$ cat config.mk
export PLATFORM = sky130hd
export DESIGN_NAME = c2ll_cordic_cell
export DESIGN_NICKNAME = d
export VERILOG_FILES = /design/src/rtl/c2ll_pkg.sv /design/src/rtl/c2ll_cordic_cell.sv
export SDC_FILE = /design/constraint.sdc
export NUM_CORES = 1
export LEC_CHECK = 0
export ABC_AREA = 1
export BUFFER_PORTS_ARGS = -buffer_cell sky130_fd_sc_hd__buf_2
export CORE_MARGIN = 1
export CORE_UTILIZATION = 40
export DETAILED_ROUTE_END_ITERATION = 12
export GPL_TIMING_DRIVEN = 0
export PLACE_DENSITY = 0.62
export SLEW_MARGIN = 15
export SYNTH_ARGS = -nofsm -noshare
export SYNTH_HDL_FRONTEND = slang
export SYNTH_SLANG_ARGS = --single-unit
$ cat constraint.sdc
create_clock -name clk -period 2.95 [get_ports clk]
set_input_delay 0.1475 -clock clk [delete_from_list [all_inputs] [get_ports clk]]
set_output_delay 0.1475 -clock clk [all_outputs]
set_load 0.1 [all_outputs]
$ cat src/rtl/c2ll_pkg.sv
// Shared widths, record types and the CORDIC arctangent constants.
package c2ll_pkg;

  // Port widths
  localparam int COMP_W = 32;
  localparam int EPS_W  = 31;
  localparam int LAT_W  = 28;
  localparam int LON_W  = 29;

  // Internal widths
  localparam int MAG_W    = 32;   // scaled component magnitude, up to 2^31
  localparam int SHIFT_W  = 5;
  localparam int SQ_W     = 64;   // squares and sums of squares
  localparam int E2_W     = 62;   // epsilon squared
  localparam int PROD_W   = 128;  // epsilon squared times length squared
  localparam int CORD_W   = 60;   // CORDIC x and y
  localparam int ANG_W    = 41;   // CORDIC angle, units of 2^-32 degree
  localparam int ROM_W    = 40;
  localparam int ANG_FRAC = 32;
  localparam int OUT_FRAC = 20;
  localparam int PRE_SH   = 24;   // CORDIC operand pre-scale
  localparam int TH_W     = 27;   // angle in [0, 90 deg]

  localparam int SQRT_STEPS   = 32;
  localparam int CORDIC_ITERS = 34;

  localparam logic [EPS_W-1:0] EPS_RESET = EPS_W'(1);
  localparam logic [E2_W-1:0]  E2_RESET  = E2_W'(1);

  localparam logic [TH_W-1:0]  DEG90  = TH_W'(90 << OUT_FRAC);
  localparam logic [LON_W-1:0] DEG180 = LON_W'(180 << OUT_FRAC);
  localparam logic [LON_W-1:0] DEG360 = LON_W'(360 << OUT_FRAC);

  localparam logic [63:0] PI_Q56 = 64'h03243F6A8885A308;

  typedef struct packed {
    logic zero;
    logic xneg;
    logic ypos;
    logic zneg;
    logic pole;
    logic ynear;
  } flags_t;

  typedef struct packed {
    flags_t flags;
    logic [MAG_W-1:0] ax;
    logic [MAG_W-1:0] ay;
    logic [MAG_W-1:0] az;
  } ctx_t;

  typedef struct packed {
    ctx_t ctx;
    logic [SQ_W-1:0] rem;
    logic [SQ_W-1:0] root;
  } sqrt_t;

  typedef struct packed {
    flags_t flags;
    logic signed [CORD_W-1:0] lat_x;
    logic signed [CORD_W-1:0] lat_y;
    logic signed [ANG_W-1:0]  lat_ang;
    logic signed [CORD_W-1:0] lon_x;
    logic signed [CORD_W-1:0] lon_y;
    logic signed [ANG_W-1:0]  lon_ang;
  } cord_t;

  typedef logic [CORDIC_ITERS-1:0][ROM_W-1:0] atan_rom_t;

  // Shift-subtract long division, elaboration only
  function automatic logic [95:0] udiv96(input logic [95:0] n, input logic [63:0] d);
    logic [64:0] rem;
    logic [95:0] q;
    rem = '0;
    q   = '0;
    for (int b = 95; b >= 0; b--) begin
      rem = {rem[63:0], n[b]};
      if (rem >= {1'b0, d}) begin
        rem  = rem - {1'b0, d};
        q[b] = 1'b1;
      end
    end
    return q;
  endfunction

  // atan(2^-i) in degrees, units of 2^-32, from the atan series in Q56 radians
  function automatic atan_rom_t build_atan_rom();
    atan_rom_t   t;
    longint      acc;
    int          k;
    int          e;
    logic [95:0] q;
    logic [63:0] num;
    t    = '0;
    t[0] = ROM_W'(45) << ANG_FRAC;
    for (int i = 1; i < CORDIC_ITERS; i++) begin
      acc = 0;
      k   = 0;
      e   = 56 - i;
      while (e >= 0) begin
        q = udiv96(96'(64'd1 << e), 64'(2 * k + 1));
        if ((k % 2) == 1) acc = acc - longint'(q[63:0]);
        else acc = acc + longint'(q[63:0]);
        k = k + 1;
        e = 56 - i * (2 * k + 1);
      end
      num  = 64'(acc) * 64'd180;
      q    = udiv96({num, 32'd0}, PI_Q56);
      t[i] = q[ROM_W-1:0];
    end
    return t;
  endfunction

  localparam atan_rom_t ATAN_ROM = build_atan_rom();

endpackage

$ cat src/rtl/c2ll_cordic_cell.sv
// One vectoring rotation for both the latitude and the longitude CORDIC.
module c2ll_cordic_cell #(
  parameter int ITER = 0
) (
  input  logic            clk,
  input  logic            rst,
  input  logic            adv,
  input  logic            din_valid,
  input  c2ll_pkg::cord_t din,
  output logic            dout_valid,
  output c2ll_pkg::cord_t dout
);
  import c2ll_pkg::*;

  localparam logic signed [ANG_W-1:0] STEP_ANG = ANG_W'(ATAN_ROM[ITER]);

  logic signed [CORD_W-1:0] lat_xs, lat_ys, lon_xs, lon_ys;
  cord_t nxt;
  cord_t q;
  logic  qv;

  always_comb begin
    lat_xs    = din.lat_x >>> ITER;
    lat_ys    = din.lat_y >>> ITER;
    lon_xs    = din.lon_x >>> ITER;
    lon_ys    = din.lon_y >>> ITER;
    nxt.flags = din.flags;
    // latitude rotation
    if (!din.lat_y[CORD_W-1]) begin
      nxt.lat_x   = din.lat_x + lat_ys;
      nxt.lat_y   = din.lat_y - lat_xs;
      nxt.lat_ang = din.lat_ang + STEP_ANG;
    end else begin
      nxt.lat_x   = din.lat_x - lat_ys;
      nxt.lat_y   = din.lat_y + lat_xs;
      nxt.lat_ang = din.lat_ang - STEP_ANG;
    end
    // longitude rotation
    if (!din.lon_y[CORD_W-1]) begin
      nxt.lon_x   = din.lon_x + lon_ys;
      nxt.lon_y   = din.lon_y - lon_xs;
      nxt.lon_ang = din.lon_ang + STEP_ANG;
    end else begin
      nxt.lon_x   = din.lon_x - lon_ys;
      nxt.lon_y   = din.lon_y + lon_xs;
      nxt.lon_ang = din.lon_ang - STEP_ANG;
    end
  end

  always_ff @(posedge clk) begin
    if (rst) qv <= 1'b0;
    else if (adv) qv <= din_valid;
  end

  always_ff @(posedge clk) begin
    if (adv) q <= nxt;
  end

  assign dout_valid = qv;
  assign dout       = q;

endmodule

# Word-level counts from Yosys, hierarchy flattened
# Cells that the tools add are included.
[classes]
add_sub_neg = 10
mux = 2
[ops]
columns = ["cell", "count"]
rows = [
  ["$mux W161", 2],
  ["$sub A60 B60 Y60", 4],
  ["$add A60 B60 Y60", 2],
  ["$add A41 B39 Y41 const B", 2],
  ["$sub A41 B39 Y41 const B", 2],
]
[word_totals]
register_bits = 329
inputBits = 332
output_inout_bits = 329
wordCells = 25

# Logic depth before layout (Yosys ltp)
[logic_depth]
depth_word = 2
ltp_mapped = 18
depth_no_buf = 17

# Worst setup path after synthesis
# No wires, ideal clock.
[synth_path]
kind = "input -> register"
start = "in din[100] (netlist name)"
end = "reg q (netlist bit dout[39]), data pin"
setup_time_ns = 0.257
arrival_ns = 2.059
required_time_ns = 2.693
slack_ns = 0.634
cell_stages = 14
path_buffers = 3
cell_sequence = "inv_1 clkbuf_1 clkbuf_1 buf_2 ha_1 a21oi_1 nand2_1 nand2_1 nand2_1 nand2_1 a21boi_0 o21ai_0 nand2_1 xor2_1"
[synth_lines]
columns = ["item", "line_no", "rtl"]
rows = [
  ["start, declared", "c2ll_cordic_cell.sv:9", "input c2ll_pkg::cord_t din,"],
  ["end signal, assigned", "c2ll_cordic_cell.sv:56", "if (adv) q <= nxt;"],
  ["end, declared", "c2ll_cordic_cell.sv:19", "cord_t q;"],
]

==> results.py <==
metrics = {
    "run_status": {
        "status": "complete, no violations",
    },
    "pwr": {
        "irDropWorstVdd_uv": 426,
        "p_leak_uw": 0.0288,
        "power_frac_clock": 0.207,
        "comb_power_share": 0.547,
        "intPower_uw": 11600,
        "swShare": 0.533,
        "power_density_mw_per_mm2": 488,
        "net-switching-power_uw": 13200,
        "sequentialPowerShare": 0.245,
    },
    "sta": {
        "hold_ws_ns": 0.0317,
        "fin_skew_ns": 0,
        "drv_slew": 0,
        "min_period_over_period": 0.986,
        "finalCriticalPeriod_ns": 2.91,
        "fmax_mhz": 344,
        "rsz0062_at_grt": "no",
        "tightest_slew_ns": 1.33,
        "finalHoldViolCount": 0,
        "setup_viol": 0,
        "finalSetupTns_ns": 0,
        "slew_headroom": 0.114,
    },
    "clock_network": {
        "h-tree-depth": 2,
        "clkTransAtPathRegs_ns": 0.06,
        "worstSkewPairLatency_ns": 0.65,
        "clk_path_buf_depth": 3,
        "cts.sinks": 327,
        "cts_buffers": 39,
        "cts_tree": "done",
        "cts_root_buf": "clkbuf_16",
    },
    "critical_path": {
        "cp_num_buf_inv": 2,
        "crit_arrival_ns": 3.23,
        "worst-setup-path-type": "input port to register",
        "ff2ff_path_depth": 3,
        "rr_endpoint": "dout_valid",
        "worst_path_most_repeated_cell": "nand2_1",
        "crit_end": "dout[125]",
        "end_kind": "register",
        "path_max_fanout": 5,
        "cp-start-kind": "input port",
        "path_cells": "buf_2, inv_1, ha_1, fa_1, o21ai_1, nand2_1, nand2_1, nand2_1, nand3_1, xor2_1, o21ai_0",
        "cp_slowest_cell": "o21ai_0",
        "crit_cells": 11,
        "startpoint": "din[101]",
        "crit_family": "compound AO/OA/AOI/OAI gates",
        "cp_data_required_time_ns": 3.27,
        "rr_startpoint": "dout_valid",
        "reg2reg_slack_ns": 1.80,
        "slowest_delay_ns": 0.66,
    },
    "layout": {
        "layout-drive-gt1-share": 0.128,
        "fillerInstances": 11600,
        "final_area_sq_mm": 0.0508,
        "area_delta_synth_final_pct": 17.1,
        "final_nets": 8838,
    },
    "route": {
        "route.vias.total": 50200,
        "ant_nets": 0,
        "drt_first_iter_violations": 4539,
        "top_layer": "met5",
        "wl_met3_microns": 16200,
        "viasPerCell": 5.26,
        "first_pass_iters": 7,
        "wl_microns": 224000,
        "wl_per_cell_microns": 23.5,
        "wl_met2_microns": 104000,
        "drc": 0,
        "m1WireLength_microns": 86600,
    },
    "global_route": {
        "grt_max_degree": 106,
        "grt_usage": 0.394,
        "antenna_found_initial": 20,
        "grt_overflow": 0,
        "grt_pass1_wl_microns": 314000,
        "grt_pass1_vias": 47900,
    },
    "die": {
        "fp.dieH_microns": 331,
        "initial_utilization": 0.404,
        "core_region_area_sq_mm": 0.107,
        "num_io_pins": 661,
        "dieArea_sq_mm": 0.110,
        "rows": 120,
        "die_x_microns": 331,
    },
    "synthesis": {
        "ys.flop_type": "edfxtp_1",
        "seq_area_frac_synth": 0.226,
        "netlist_instances": 7302,
        "synth_top_area_share": 0.228,
        "synth_nets": 8042,
        "syn-mean-instance-area_sq_um": 5.94,
        "synth.cells.most_frequent": "2,632 x nand2_1, 1,502 x inv_1, 597 x nand3_1, 450 x nor2_1, 400 x ha_1",
        "yosysMostFrequentCell": "nand2_1",
        "synth.area.top_cells": "nand2_1 23%, edfxtp_1 23%, inv_1 13%, ha_1 12%, nand3_1 6.9%",
        "syn_area_sq_mm": 0.0434,
        "synth_top_area_cell": "nand2_1",
        "ys_types": 45,
        "synth_edf_count": 326,
        "ys_ff_latch": 327,
        "ys_warn_count": 0,
        "synthArstFlopShare": 0,
    },
    "placed_design": {
        "hpwl_microns": 191000,
        "place_congestion": 1.05,
        "dpl_cell_area_sq_mm": 0.0486,
        "port_buffers": 660,
    },
    "flow_run": {
        "drv_cap": 0,
    },
    "worst_hold_path": {
        "hold_path_class": "input port to register",
    },
}
[cell usage in the layout, fill, tap and decap left out, types with 32 or more instances in the layout]
master,count
nor2_1,450
dlygate4sd3_1,93
clkbuf_1,32
inv_1,1502
buf_4,73
o21ai_0,296
nand3_1,597
nor2_2,58
ha_1,400
buf_2,702
nand4_1,109
edfxtp_1,326
o21bai_1,54
nand2_1,2632
clkbuf_16,39
a21oi_1,394
xor2_1,83
[tightest hold or removal path: stages]
cell     delay, ns
buf_2         0.08
ha_1          0.20
xnor2_1       0.13
[how the worst min path moves through the flow]
stage | cells after the start | to | slack (ns) | startpoint
floorplan | 1 | dout_valid | 0.22 | rst
global placement | 2 | dout_valid | 0.31 | rst
detailed placement | 2 | dout_valid | 0.32 | rst
CTS | 3 | dout[195] | 0.00004 | din[195]
global route | 3 | dout[195] | 0.03 | din[195]
finish | 3 | dout[195] | 0.03 | din[195]
[power groups by stage]
stage               clock, uW  combinational, uW  sequential, uW
floorplan                   0               4880           10500
finish                   5140              13600            6080
CTS                      5230              13300            6080
detailed placement          0              13200            6160
global placement            0              13100            6200
global route             5340              14200            6130
[routing by layer]
layer,vias to the layer above,global-route usage
met5,-,0
met4,2,0.257
met3,522,0.0581
met2,2269,0.669
met1,23200,0.462
li1,24200,-
[per-stage QoR]
step / utilization / power (uW) / setup slack (ns) / std cells
floorplan: - / 15400 / 0.634 / 7302
global placement: 0.451 / 19300 / -3.06 / 9365
detailed placement: 0.452 / 19300 / -0.883 / 9368
CTS: 0.473 / 24600 / 0.243 / 9529
global route: 0.473 / 25700 / 0.0280 / 9536
finish: 0.473 / 24800 / 0.0405 / 9540
[final cells by class]
class	count	area, sq um	area share
multi-input combinational	5275	26800	0.528
sequential	327	9810	0.193
clock inverter	23	282	0.00554
clock buffer	46	1020	0.0201
buffer	166	1010	0.0198
timing repair buffer	756	4330	0.0851
inverter	1533	5750	0.113
tap	1403	1760	0.0345
antenna	11	27.5	0.000542
[registers in the layout, summed over array words and instances, names as in the netlist]
name        count
dout_valid      1
dout          326
[what timing repair did]
action                                  in CTS  in global routing
hold buffers                                93                  0
hold endpoints to repair                   117                  0
buffers inserted                             0                  0
endpoints found under the setup margin       3                  0
resized for setup                            2                  0
[cell families (layout without fill, tap and decap cells)]
| logic type | after synthesis | in the layout | synth area share |
|---|---|---|---|
| simple gates | 3966 | 3966 | 0.382 |
| buf+inv | 1700 | 2524 | 0.156 |
| compound gates | 809 | 809 | 0.0989 |
| fa+ha+maj | 408 | 408 | 0.119 |
| flops | 327 | 327 | 0.226 |
| xor+xnor | 91 | 91 | 0.0184 |
| mux | 1 | 1 | 0.000231 |
| other cells | 0 | 11 | 0 |
No activity file was read; power rests on OpenSTA's default activity.
