--- src/rtl/c2ll_pkg.sv ---
// Shared widths, record types and the CORDIC arctangent constants.
package c2ll_pkg;

  // Port widths
  localparam int COMP_W = 32;
  localparam int EPS_W  = 31;
  localparam int LAT_W  = 28;
  localparam int LON_W  = 29;

  // Internal widths
  localparam int MAG_W    = 32;   // scaled component magnitude, up to 2^31
  localparam int SHIFT_W  = 5;
  localparam int SQ_W     = 64;   // squares and sums of squares
  localparam int E2_W     = 62;   // epsilon squared
  localparam int PROD_W   = 128;  // epsilon squared times length squared
  localparam int CORD_W   = 60;   // CORDIC x and y
  localparam int ANG_W    = 41;   // CORDIC angle, units of 2^-32 degree
  localparam int ROM_W    = 40;
  localparam int ANG_FRAC = 32;
  localparam int OUT_FRAC = 20;
  localparam int PRE_SH   = 24;   // CORDIC operand pre-scale
  localparam int TH_W     = 27;   // angle in [0, 90 deg]

  localparam int SQRT_STEPS   = 32;
  localparam int CORDIC_ITERS = 34;

  localparam logic [EPS_W-1:0] EPS_RESET = EPS_W'(1);
  localparam logic [E2_W-1:0]  E2_RESET  = E2_W'(1);

  localparam logic [TH_W-1:0]  DEG90  = TH_W'(90 << OUT_FRAC);
  localparam logic [LON_W-1:0] DEG180 = LON_W'(180 << OUT_FRAC);
  localparam logic [LON_W-1:0] DEG360 = LON_W'(360 << OUT_FRAC);

  localparam logic [63:0] PI_Q56 = 64'h03243F6A8885A308;

  typedef struct packed {
    logic zero;
    logic xneg;
    logic ypos;
    logic zneg;
    logic pole;
    logic ynear;
  } flags_t;

  typedef struct packed {
    flags_t flags;
    logic [MAG_W-1:0] ax;
    logic [MAG_W-1:0] ay;
    logic [MAG_W-1:0] az;
  } ctx_t;

  typedef struct packed {
    ctx_t ctx;
    logic [SQ_W-1:0] rem;
    logic [SQ_W-1:0] root;
  } sqrt_t;

  typedef struct packed {
    flags_t flags;
    logic signed [CORD_W-1:0] lat_x;
    logic signed [CORD_W-1:0] lat_y;
    logic signed [ANG_W-1:0]  lat_ang;
    logic signed [CORD_W-1:0] lon_x;
    logic signed [CORD_W-1:0] lon_y;
    logic signed [ANG_W-1:0]  lon_ang;
  } cord_t;

  typedef logic [CORDIC_ITERS-1:0][ROM_W-1:0] atan_rom_t;

  // Shift-subtract long division, elaboration only
  function automatic logic [95:0] udiv96(input logic [95:0] n, input logic [63:0] d);
    logic [64:0] rem;
    logic [95:0] q;
    rem = '0;
    q   = '0;
    for (int b = 95; b >= 0; b--) begin
      rem = {rem[63:0], n[b]};
      if (rem >= {1'b0, d}) begin
        rem  = rem - {1'b0, d};
        q[b] = 1'b1;
      end
    end
    return q;
  endfunction

  // atan(2^-i) in degrees, units of 2^-32, from the atan series in Q56 radians
  function automatic atan_rom_t build_atan_rom();
    atan_rom_t   t;
    longint      acc;
    int          k;
    int          e;
    logic [95:0] q;
    logic [63:0] num;
    t    = '0;
    t[0] = ROM_W'(45) << ANG_FRAC;
    for (int i = 1; i < CORDIC_ITERS; i++) begin
      acc = 0;
      k   = 0;
      e   = 56 - i;
      while (e >= 0) begin
        q = udiv96(96'(64'd1 << e), 64'(2 * k + 1));
        if ((k % 2) == 1) acc = acc - longint'(q[63:0]);
        else acc = acc + longint'(q[63:0]);
        k = k + 1;
        e = 56 - i * (2 * k + 1);
      end
      num  = 64'(acc) * 64'd180;
      q    = udiv96({num, 32'd0}, PI_Q56);
      t[i] = q[ROM_W-1:0];
    end
    return t;
  endfunction

  localparam atan_rom_t ATAN_ROM = build_atan_rom();

endpackage

--- src/rtl/c2ll_sqrt_cell.sv ---
// One step of the digit-by-digit integer square root.
module c2ll_sqrt_cell #(
  parameter int STEP = 0
) (
  input  logic            clk,
  input  logic            rst,
  input  logic            adv,
  input  logic            din_valid,
  input  c2ll_pkg::sqrt_t din,
  output logic            dout_valid,
  output c2ll_pkg::sqrt_t dout
);
  import c2ll_pkg::*;

  localparam logic [SQ_W-1:0] BIT = SQ_W'(1) << (2 * (SQRT_STEPS - 1 - STEP));

  logic [SQ_W-1:0] trial;
  sqrt_t nxt;
  sqrt_t q;
  logic  qv;

  // Trial subtract
  always_comb begin
    trial   = din.root + BIT;
    nxt.ctx = din.ctx;
    if (din.rem >= trial) begin
      nxt.rem  = din.rem - trial;
      nxt.root = (din.root >> 1) + BIT;
    end else begin
      nxt.rem  = din.rem;
      nxt.root = din.root >> 1;
    end
  end

  always_ff @(posedge clk) begin
    if (rst) qv <= 1'b0;
    else if (adv) qv <= din_valid;
  end

  always_ff @(posedge clk) begin
    if (adv) q <= nxt;
  end

  assign dout_valid = qv;
  assign dout       = q;

endmodule

--- config.mk ---
export PLATFORM = sky130hd
export DESIGN_NAME = c2ll_sqrt_cell
export DESIGN_NICKNAME = d
export VERILOG_FILES = /design/src/rtl/c2ll_pkg.sv /design/src/rtl/c2ll_sqrt_cell.sv
export SDC_FILE = /design/constraint.sdc
export NUM_CORES = 1
export LEC_CHECK = 0
export BUFFER_PORTS_ARGS = -buffer_cell sky130_fd_sc_hd__clkbuf_2
export CORE_AREA = 4 4 177 179
export CTS_BUF_LIST = sky130_fd_sc_hd__clkbuf_4 sky130_fd_sc_hd__clkbuf_8
export DETAILED_ROUTE_END_ITERATION = 10
export DIE_AREA = 0 0 181 183
export GPL_TIMING_DRIVEN = 0
export PLACE_DENSITY = 0.67
export SETUP_SLACK_MARGIN = 0.3
export SLEW_MARGIN = 0
export SYNTH_ARGS = -nofsm -noshare
export SYNTH_HDL_FRONTEND = slang
export SYNTH_SLANG_ARGS = --single-unit
--- constraint.sdc ---
create_clock -name clk -period 3.9 [get_ports clk]
set_input_delay 0.195 -clock clk [delete_from_list [all_inputs] [get_ports clk]]
set_output_delay 0.195 -clock clk [all_outputs]
set_load 0.005 [all_outputs]
# Word-level counts from Yosys, hierarchy flattened
# Cells that the tools add are included.
# word_totals
regBits,231
ram_bits,0
rom_bits,0
output_inout_bits,231
elab_cells,18
memories,0
inputBits,234
latch_bits,0
# classes
shift,0
n_bitwise,0
eq_ne,0
multipliers,0
n_div,0
magnitude_cmp,1
n_mux,1
addsub,3
reduce_logical,0
# ops
operator,count
128-bit 2-to-1 mux,1
63-bit by 63-bit adder with 64-bit output (second input constant),1
64-bit by 63-bit adder with 64-bit output (second input constant),1
64-bit >= comparator,1
64-bit subtractor,1

# Longest topological paths before layout
# Gate-level depths: netlist (run 1).
# logic_depth
ltp_word,3
ltp_mapped,15
mapped_depth_nobuf,13

# Worst setup path before layout (run 1)
# OpenSTA, ideal clock, no wires.
# synth_timing
kind,input -> register
start,in din[64] (netlist bit)
end,"reg q (netlist bit dout[126]), data pin"
arrival_ps,2505
cell_stages,14
n_path_buf,1
slack_ps,1127
cell_sequence,inv_1 > ha_1 > fa_1 > nor2b_1 > o21a_1 > o211ai_2 > a31o_2 > nand2_2 > a311oi_2 > a31oi_4 > nor2_4 > buf_6 > nor4bb_1 > nor4_2
# synth_rtl
item,line_no,source
"start, declared",c2ll_sqrt_cell.sv:9,"input c2ll_pkg::sqrt_t din,"
"end signal, assigned",c2ll_sqrt_cell.sv:41,if (adv) q <= nxt;
"end, declared",c2ll_sqrt_cell.sv:19,sqrt_t q;

==> results of run 1 <==
==> logic make-up after synthesis <==
group / Yosys count / share of synthesized area
XOR/XNOR: 58 / 0.0430
multiplexers: 7 / 0.00646
buffers and inverters: 117 / 0.0401
flip-flops: 231 / 0.586
AO/OA/AOI/OAI: 303 / 0.159
adder cells (fa/ha/maj): 65 / 0.0694
AND/OR/NAND/NOR: 236 / 0.0957
==> stage by stage <==
stage                     cells  hold slack [ps]
after global routing       2169             33.1
after floorplan            1017              267
after global placement     1871              355
after detailed placement   1873              357
final                      2169             28.2
after CTS                  2168             7.44
==> metal layers <==
metal  global-route usage  vias to the layer above
li1                     -                     5245
met1                0.309                     5129
met2                0.444                      467
met3               0.0613                       87
met4               0.0973                        2
met5                    0                        -
==> synthesized netlist by cell type (all sizes together) (9+ instances only) <==
master | n | area (um2)
a21o | 45 | 338
inv | 80 | 300
o21ai | 93 | 465
edfxtp | 230 | 6910
o21bai | 21 | 158
xnor2 | 33 | 289
a21oi | 86 | 430
xor2 | 25 | 219
nand2 | 107 | 404
nand4 | 24 | 150
buf | 17 | 98.8
clkbuf | 20 | 75.1
nor3 | 15 | 75.1
nand3 | 9 | 45.0
ha | 64 | 801
o21a | 9 | 67.6
nor2 | 39 | 154
==> cells in the final DEF (no fill, tap or decap), drive strengths merged, types with 7 or more instances in the layout <==
cell type / netlist / routed
a21oi: 86 / 86
clkbuf: 20 / 541
o21a: 9 / 9
inv: 80 / 80
dlygate4sd3: 0 / 225
nand4: 24 / 24
o21bai: 21 / 21
nor2: 39 / 39
xor2: 25 / 25
nand2: 107 / 107
a21o: 45 / 45
nand3: 9 / 9
ha: 64 / 64
nor2b: 8 / 8
nor3: 15 / 15
o21ai: 93 / 93
buf: 17 / 20
clkinv: 0 / 12
edfxtp: 230 / 230
o211ai: 7 / 7
xnor2: 33 / 33
a31oi: 8 / 8
==> power by group <==
part,leakage (nW),internal (W),switching (W)
clock,0.407,0.00115,0.00100
combinational,5.36,0.000741,0.000916
sequential,2.26,0.00304,0.0000707
total,8.02,0.00493,0.00199
==> cell type report <==
type | count | share of cell area
tap | 390 | 0.0275
clock inverter | 13 | 0.00388
multi-input combinational | 669 | 0.251
inverter | 80 | 0.0169
timing repair buffer | 691 | 0.261
buffer | 37 | 0.00980
clock buffer | 58 | 0.0393
sequential | 231 | 0.390
==> sequential cells by signal, summed over array words and instances, names as in the netlist <==
signal,cells
dout_valid,1
dout,230
==> worst min-delay path, stage by stage <==
cell and delay [ps]:
clkbuf_2 110, nand2_1 50, o21ai_0 80
==> timing repair <==
item / CTS / global route
hold endpoints to repair: 223 / 1
resized for setup: 0 / 7
endpoints found under the setup margin: 0 / 60
hold buffers: 224 / 1
==> how the worst min path moves through the flow <==
stage	to	slack, ps	depth (start not counted)
floorplan	dout_valid$_SDFFE_PP0P_	270	1
global placement	dout_valid$_SDFFE_PP0P_	360	2
detailed placement	dout_valid$_SDFFE_PP0P_	360	2
CTS	dout[92]$_DFFE_PP_	7	3
global route	dout[92]$_DFFE_PP_	30	3
finish	dout[92]$_DFFE_PP_	30	3
==> out/qor.csv, run 1 <==
stage,metric,value,unit
clocking,root buffer cell,clkbuf_8,
synthesis,sequential share of the synthesized area,0.586,
worst_setup_path,crit-path leading delay family,compound AO/OA/AOI/OAI gates,
worst_setup_path,CP Launch Type,input pin,
synthesis,Main synth FF type,edfxtp_1,
final_layout,Post-Route Utilization,0.601,
placed_design,PortBufs,464,
global_route,global-route wire length before repair,66.4,mm
placed_design,dpl cell area,14700,um2
final_layout,register area,6930,um2
floorplanning,IO Pins,465,
clocking,# clock sinks,231,
worst_setup_path,CP Class,in -> reg,
drt,Final ANT Viol Nets,0,
global_route,initial antenna violation count,1,
worst_setup_path,Critical Path Sink,dout[126]$_DFFE_PP_,
drt,via count,10900,
worst_setup_path,CP endpoint kind,flip-flop,
sta,clk_skew,0,ps
sta,Final Critical Period,3440,ps
worst_setup_path,"Max stage delay cell, worst path",dlygate4sd3_1,
drt,drt via density,5.04,
power,P_leak,8.02,nW
worst_setup_path,worst reg-to-reg setup slack,2740,ps
placed_design,routability cong.,0.894,
sta,Setup TNS,0,ps
clocking,clk buf depth,3,
drt,routed len/inst,20.3,um
final_layout,share of layout cells above drive strength 1,0.320,
final_layout,area grow syn2layout,50.2,%
drt,drt drc,0,
synthesis,post-synthesis cell area,11800,um2
sta,Setup WS post-layout,465,ps
sta,RSZ-0062 raised after global routing,yes,
sta,Tcrit/Tclk final,0.881,
worst_setup_path,RR Endpoint,dout_valid$_SDFFE_PP0P_,
global_route,GRT overflow,0,
global_route,largest net degree at the start of global routing,103,
final_layout,multi-input logic area,4460,um2
job,max_cap viols,0,
synthesis,Yosys cell types,65,
clocking,CTS tree,built,
clocking,total CTS buffers,42,
floorplanning,Starting Density,0.400,
final_layout,fin area,17800,um2
sta,Slew HR,0.566,
final_layout,diodes inserted,0,
clocking,H-tree depth,2,
sta,Max Fclk,291,MHz
drt,drt first pass iters,5,
worst_setup_path,launching point of the worst reg2reg path,dout_valid$_SDFFE_PP0P_,
sta,# setup viols final,0,
synthesis,Syn Inst Count,1017,
floorplanning,Die ar.,33100,um2
drt,DR WL met3,3.28,mm
floorplanning,row cnt,63,
clocking,Worst-Skew Late Latency,540,ps
worst_setup_path,crit-path max cell delay,540,ps
global_route,Total GRT Usage,0.255,
placed_design,pre-CTS setup slack,112,ps
sta,final hold violations,0,
placed_design,dpl hpwl,32.0,mm
worst_hold_path,HP Start,din[92],
power,Power Dens Cells,390,nW/um2
synthesis,Synth Register Bits,231,
worst_setup_path,CP Max Fanout,10,
final_layout,Final nets,2051,
power,Max IR drop VDD,0.291,mV
worst_setup_path,crit path buf inv count,5,
floorplanning,Die Y,183,um
floorplanning,Core ar.,29600,um2
synthesis,syn nets,1316,
worst_setup_path,CP Cell Sequence,"dlygate4sd3_1, clkbuf_2, inv_1, ha_1, buf_2, a21o_1, nor4_1, o21ai_0, nand4_1, o21ai_1, a311oi_4, a31oi_4, nor2_4, buf_6, nor4bb_1, nor4_2",
sta,Final Max Tran Viols,0,
worst_setup_path,Critical Path AT,3730,ps
drt,metal2 WL,21.8,mm
worst_setup_path,critical path launch point,din[19],
drt,Met1 Wirelength,17.2,mm
worst_setup_path,CP required,4190,ps
drt,Starting DRT DRC Count,630,
outcome,run status,"complete, no violations",
clocking,post-CTS setup buffers,0,
synthesis,synthesized area per cell,11.6,um2
clocking,clk slew on worst S/H paths,60,ps
drt,top sig layer,met5,
drt,final wirelength,44.1,mm
final_layout,Layout fillers,2378,
worst_setup_path,R2R depth,3,
global_route,vias in the first global route,11400,
worst_hold_path,Hold Crit Class,in -> reg,
sta,Least-Margin Pin Slew,649,ps
synthesis,synth warn,0,
synthesis,ys async rst share,0,
power,Final Power,0.00692,W
synthesis,Post-synth EDFFs,230,
worst_setup_path,WP depth,16,
floorplanning,Die Wd,181,um
No activity file was read; power rests on OpenSTA's default activity.
==> run 2: changes to the inputs <==
Settings changed: CORE_AREA 4 4 177 179 to 4 4 181 183, DIE_AREA 0 0 181 183 to 0 0 185 187, PLACE_DENSITY 0.67 to 0.65.
Clock period 3.9 ns to 4.44 ns, I/O delays scaled along.
==> out/qor.csv, run 2 (synthesis gave the netlist of run 1 again) <==
stage,metric,value,unit,change
final_layout,area grow syn2layout,50.4,%,
worst_hold_path,worst hold path depth,3,,unchanged
outcome,run status,"complete, no violations",,
clocking,number of gates resized after cts,0,,unchanged
worst_setup_path,CP Max Fanout,5,,-5
placed_design,routability cong.,0.887,,-0.71%
global_route,GRT overflow,0,,unchanged
clocking,H-tree depth,2,,unchanged
power,P_leak,8.03,nW,about the same
worst_setup_path,CP Class,in -> reg,,
placed_design,Inst Count DP,1885,,+0.64%
global_route,vias in the first global route,11400,,-0.27%
sta,Final Critical Period,3810,ps,
power,Gate power share,0.230,,-0.009
clocking,CTS tree,built,,
drt,Starting DRT DRC Count,813,,+29%
floorplanning,row cnt,65,,+3.2%
drt,drt first pass iters,6,,+1
global_route,global-route wire length before repair,65.0,mm,-2.1%
placed_design,PortBufs,464,,unchanged
drt,drt via density,5.04,,about the same
global_route,Total GRT Usage,0.240,,-0.0149
job,max_cap viols,0,,unchanged
placed_design,dpl cell area,14700,um2,+0.10%
sta,Least-Margin Pin Slew,694,ps,+44.9 ps
final_layout,share of layout cells above drive strength 1,0.320,,about the same
final_layout,Largest register FFs,230,,unchanged
clocking,total CTS buffers,41,,-2.4%
final_layout,Post-Route Utilization,0.569,,-0.0314
power,Final Power,0.00629,W,-9.1%
power,Internal,0.00450,W,-8.8%
floorplanning,Die Y,187,um,+2.2%
final_layout,most frequent cells in the layout,"clkbuf_2 (463), edfxtp_1 (230), dlygate4sd3_1 (221), nand2_1 (106), o21ai_0 (88)",,
worst_setup_path,Critical Path AT,4070,ps,+340 ps
final_layout,Final nets,2046,,-0.24%
sta,Slew HR,0.537,,-0.0289
sta,Max Fclk,262,MHz,
clocking,root buffer cell,clkbuf_8,,
power,share of power burned in the clock network,0.335,,+0.024
floorplanning,Core ar.,31200,um2,+5.7%
worst_hold_path,Hold Crit Class,in -> reg,,
global_route,largest net degree at the start of global routing,116,,+13%
final_layout,fin area,17800,um2,+0.13%
sta,Tcrit/Tclk final,0.859,,
clocking,Worst-Skew Late Latency,520,ps,-20 ps
sta,RSZ-0062 raised after global routing,no,,
sta,final hold violations,0,,unchanged
drt,final wirelength,43.7,mm,-0.88%
floorplanning,Die ar.,34600,um2,+4.4%
power,Reg power frac,0.434,,-0.015
power,Power Dens Cells,354,nW/um2,-9.2%
sta,hold slack,27.9,ps,-0.257 ps
drt,drt drc,0,,unchanged
final_layout,Finished Layout Cells,2181,,+0.55%
worst_setup_path,CP required,4700,ps,+510 ps
worst_setup_path,R2R depth,3,,unchanged
clocking,# clock sinks,231,,unchanged
final_layout,Layout fillers,2609,,+9.7%
drt,routed len/inst,20.0,um,-1.4%
sta,Final Max Tran Viols,0,,unchanged
global_route,initial antenna violation count,2,,+1
floorplanning,Die Wd,185,um,+2.2%
sta,# setup viols final,0,,unchanged
power,Sw Share,0.285,,-0.00281
placed_design,dpl hpwl,31.7,mm,-0.68%
sta,clk_skew,0,ps,unchanged
floorplanning,Starting Density,0.379,,-0.0214
worst_setup_path,CP endpoint kind,flip-flop,,
drt,via count,11000,,+0.62%
power,Max IR drop VDD,0.283,mV,-2.9%
floorplanning,IO Pins,465,,unchanged
power,NetSw,0.00179,W,-10%
final_layout,"commonest non-fill, non-tap cell in the layout",clkbuf_2,,
worst_setup_path,CP Launch Type,input pin,,
clocking,clk slew on worst S/H paths,60,ps,about the same
drt,Final ANT Viol Nets,0,,unchanged
clocking,clk buf depth,3,,unchanged
## run 2: changes by cell type in the layout (fill, tap and decap cells not counted), moves of 2 or more
cell / change
clkbuf_4: -6
clkinv_2: +5
bufinv_16: +4
dlygate4sd3_1: -4
a31oi_1: +2
a31oi_2: -2
clkinvlp_4: +2
diode_2: +2
## run 2: metal layers
| layer | vias up | wire (um) | global-route usage |
|---|---|---|---|
| li1 | 5235 | - | - |
| met1 | 5157 | 16800 | 0.281 |
| met2 | 495 | 21200 | 0.410 |
| met3 | 107 | 3340 | 0.0607 |
| met4 | 4 | 2380 | 0.114 |
| met5 | - | 51 | 0 |
## run 2: layout make-up
class                      instances  area, um2  share of cell area
buffer                            37        174             0.00978
sequential                       231       6930               0.390
antenna                            2       5.00            0.000282
clock buffer                      51        639              0.0360
tap                              402        503              0.0283
multi-input combinational        669       4420               0.249
clock inverter                    22        209              0.0118
timing repair buffer             687       4600               0.259
inverter                          80        300              0.0169
## run 2: power by group through the flow
stage / sequential (W) / combinational, W / clock, W
3_5_place_dp: 0.00277 / 0.00127 / 0
2_1_floorplan: 0.00280 / 0.000615 / 0
6_report: 0.00273 / 0.00145 / 0.00211
4_1_cts: 0.00273 / 0.00144 / 0.00215
3_3_place_gp: 0.00278 / 0.00125 / 0
5_1_grt: 0.00275 / 0.00158 / 0.00228
## run 2: path summary, 6_finish.rpt
| path | from | end | slack [ps] |
|---|---|---|---|
| setup / recovery | din[3] | dout[127]$_DFFE_PP_ | 630 |
| hold / removal | din[116] | dout[116]$_DFFE_PP_ | 30 |
| setup reg to reg | dout_valid$_SDFFE_PP0P_ | dout_valid$_SDFFE_PP0P_ | 3300 |
| hold reg to reg | dout_valid$_SDFFE_PP0P_ | dout_valid$_SDFFE_PP0P_ | 1040 |
## run 2: per-stage QoR
stage | setup WS (ps) | setup TNS (ps)
global route | 367 | 0
CTS | 678 | 0
floorplan | 1640 | 0
detailed placement | 669 | 0
finish | 628 | 0
global placement | -483 | -86360
## run 2: critical path, stage by stage
cell	delay, ps
dlygate4sd3_1	560
clkbuf_2	130
inv_1	50
ha_1	370
a21o_1	200
a21oi_1	240
a21boi_2	140
o21ai_0	440
a31oi_1	300
a31oi_1	570
o211ai_1	280
o21ai_0	260
xnor2_1	170
o21ai_0	120
## run 2: repair_timing
| item | 4_1_cts | 5_1_grt |
|---|---|---|
| hold buffers | 220 | 1 |
| setup endpoints to repair | 0 | 0 |
| setup buffers | 0 | 0 |
| endpoints found under the hold margin | 219 | 1 |
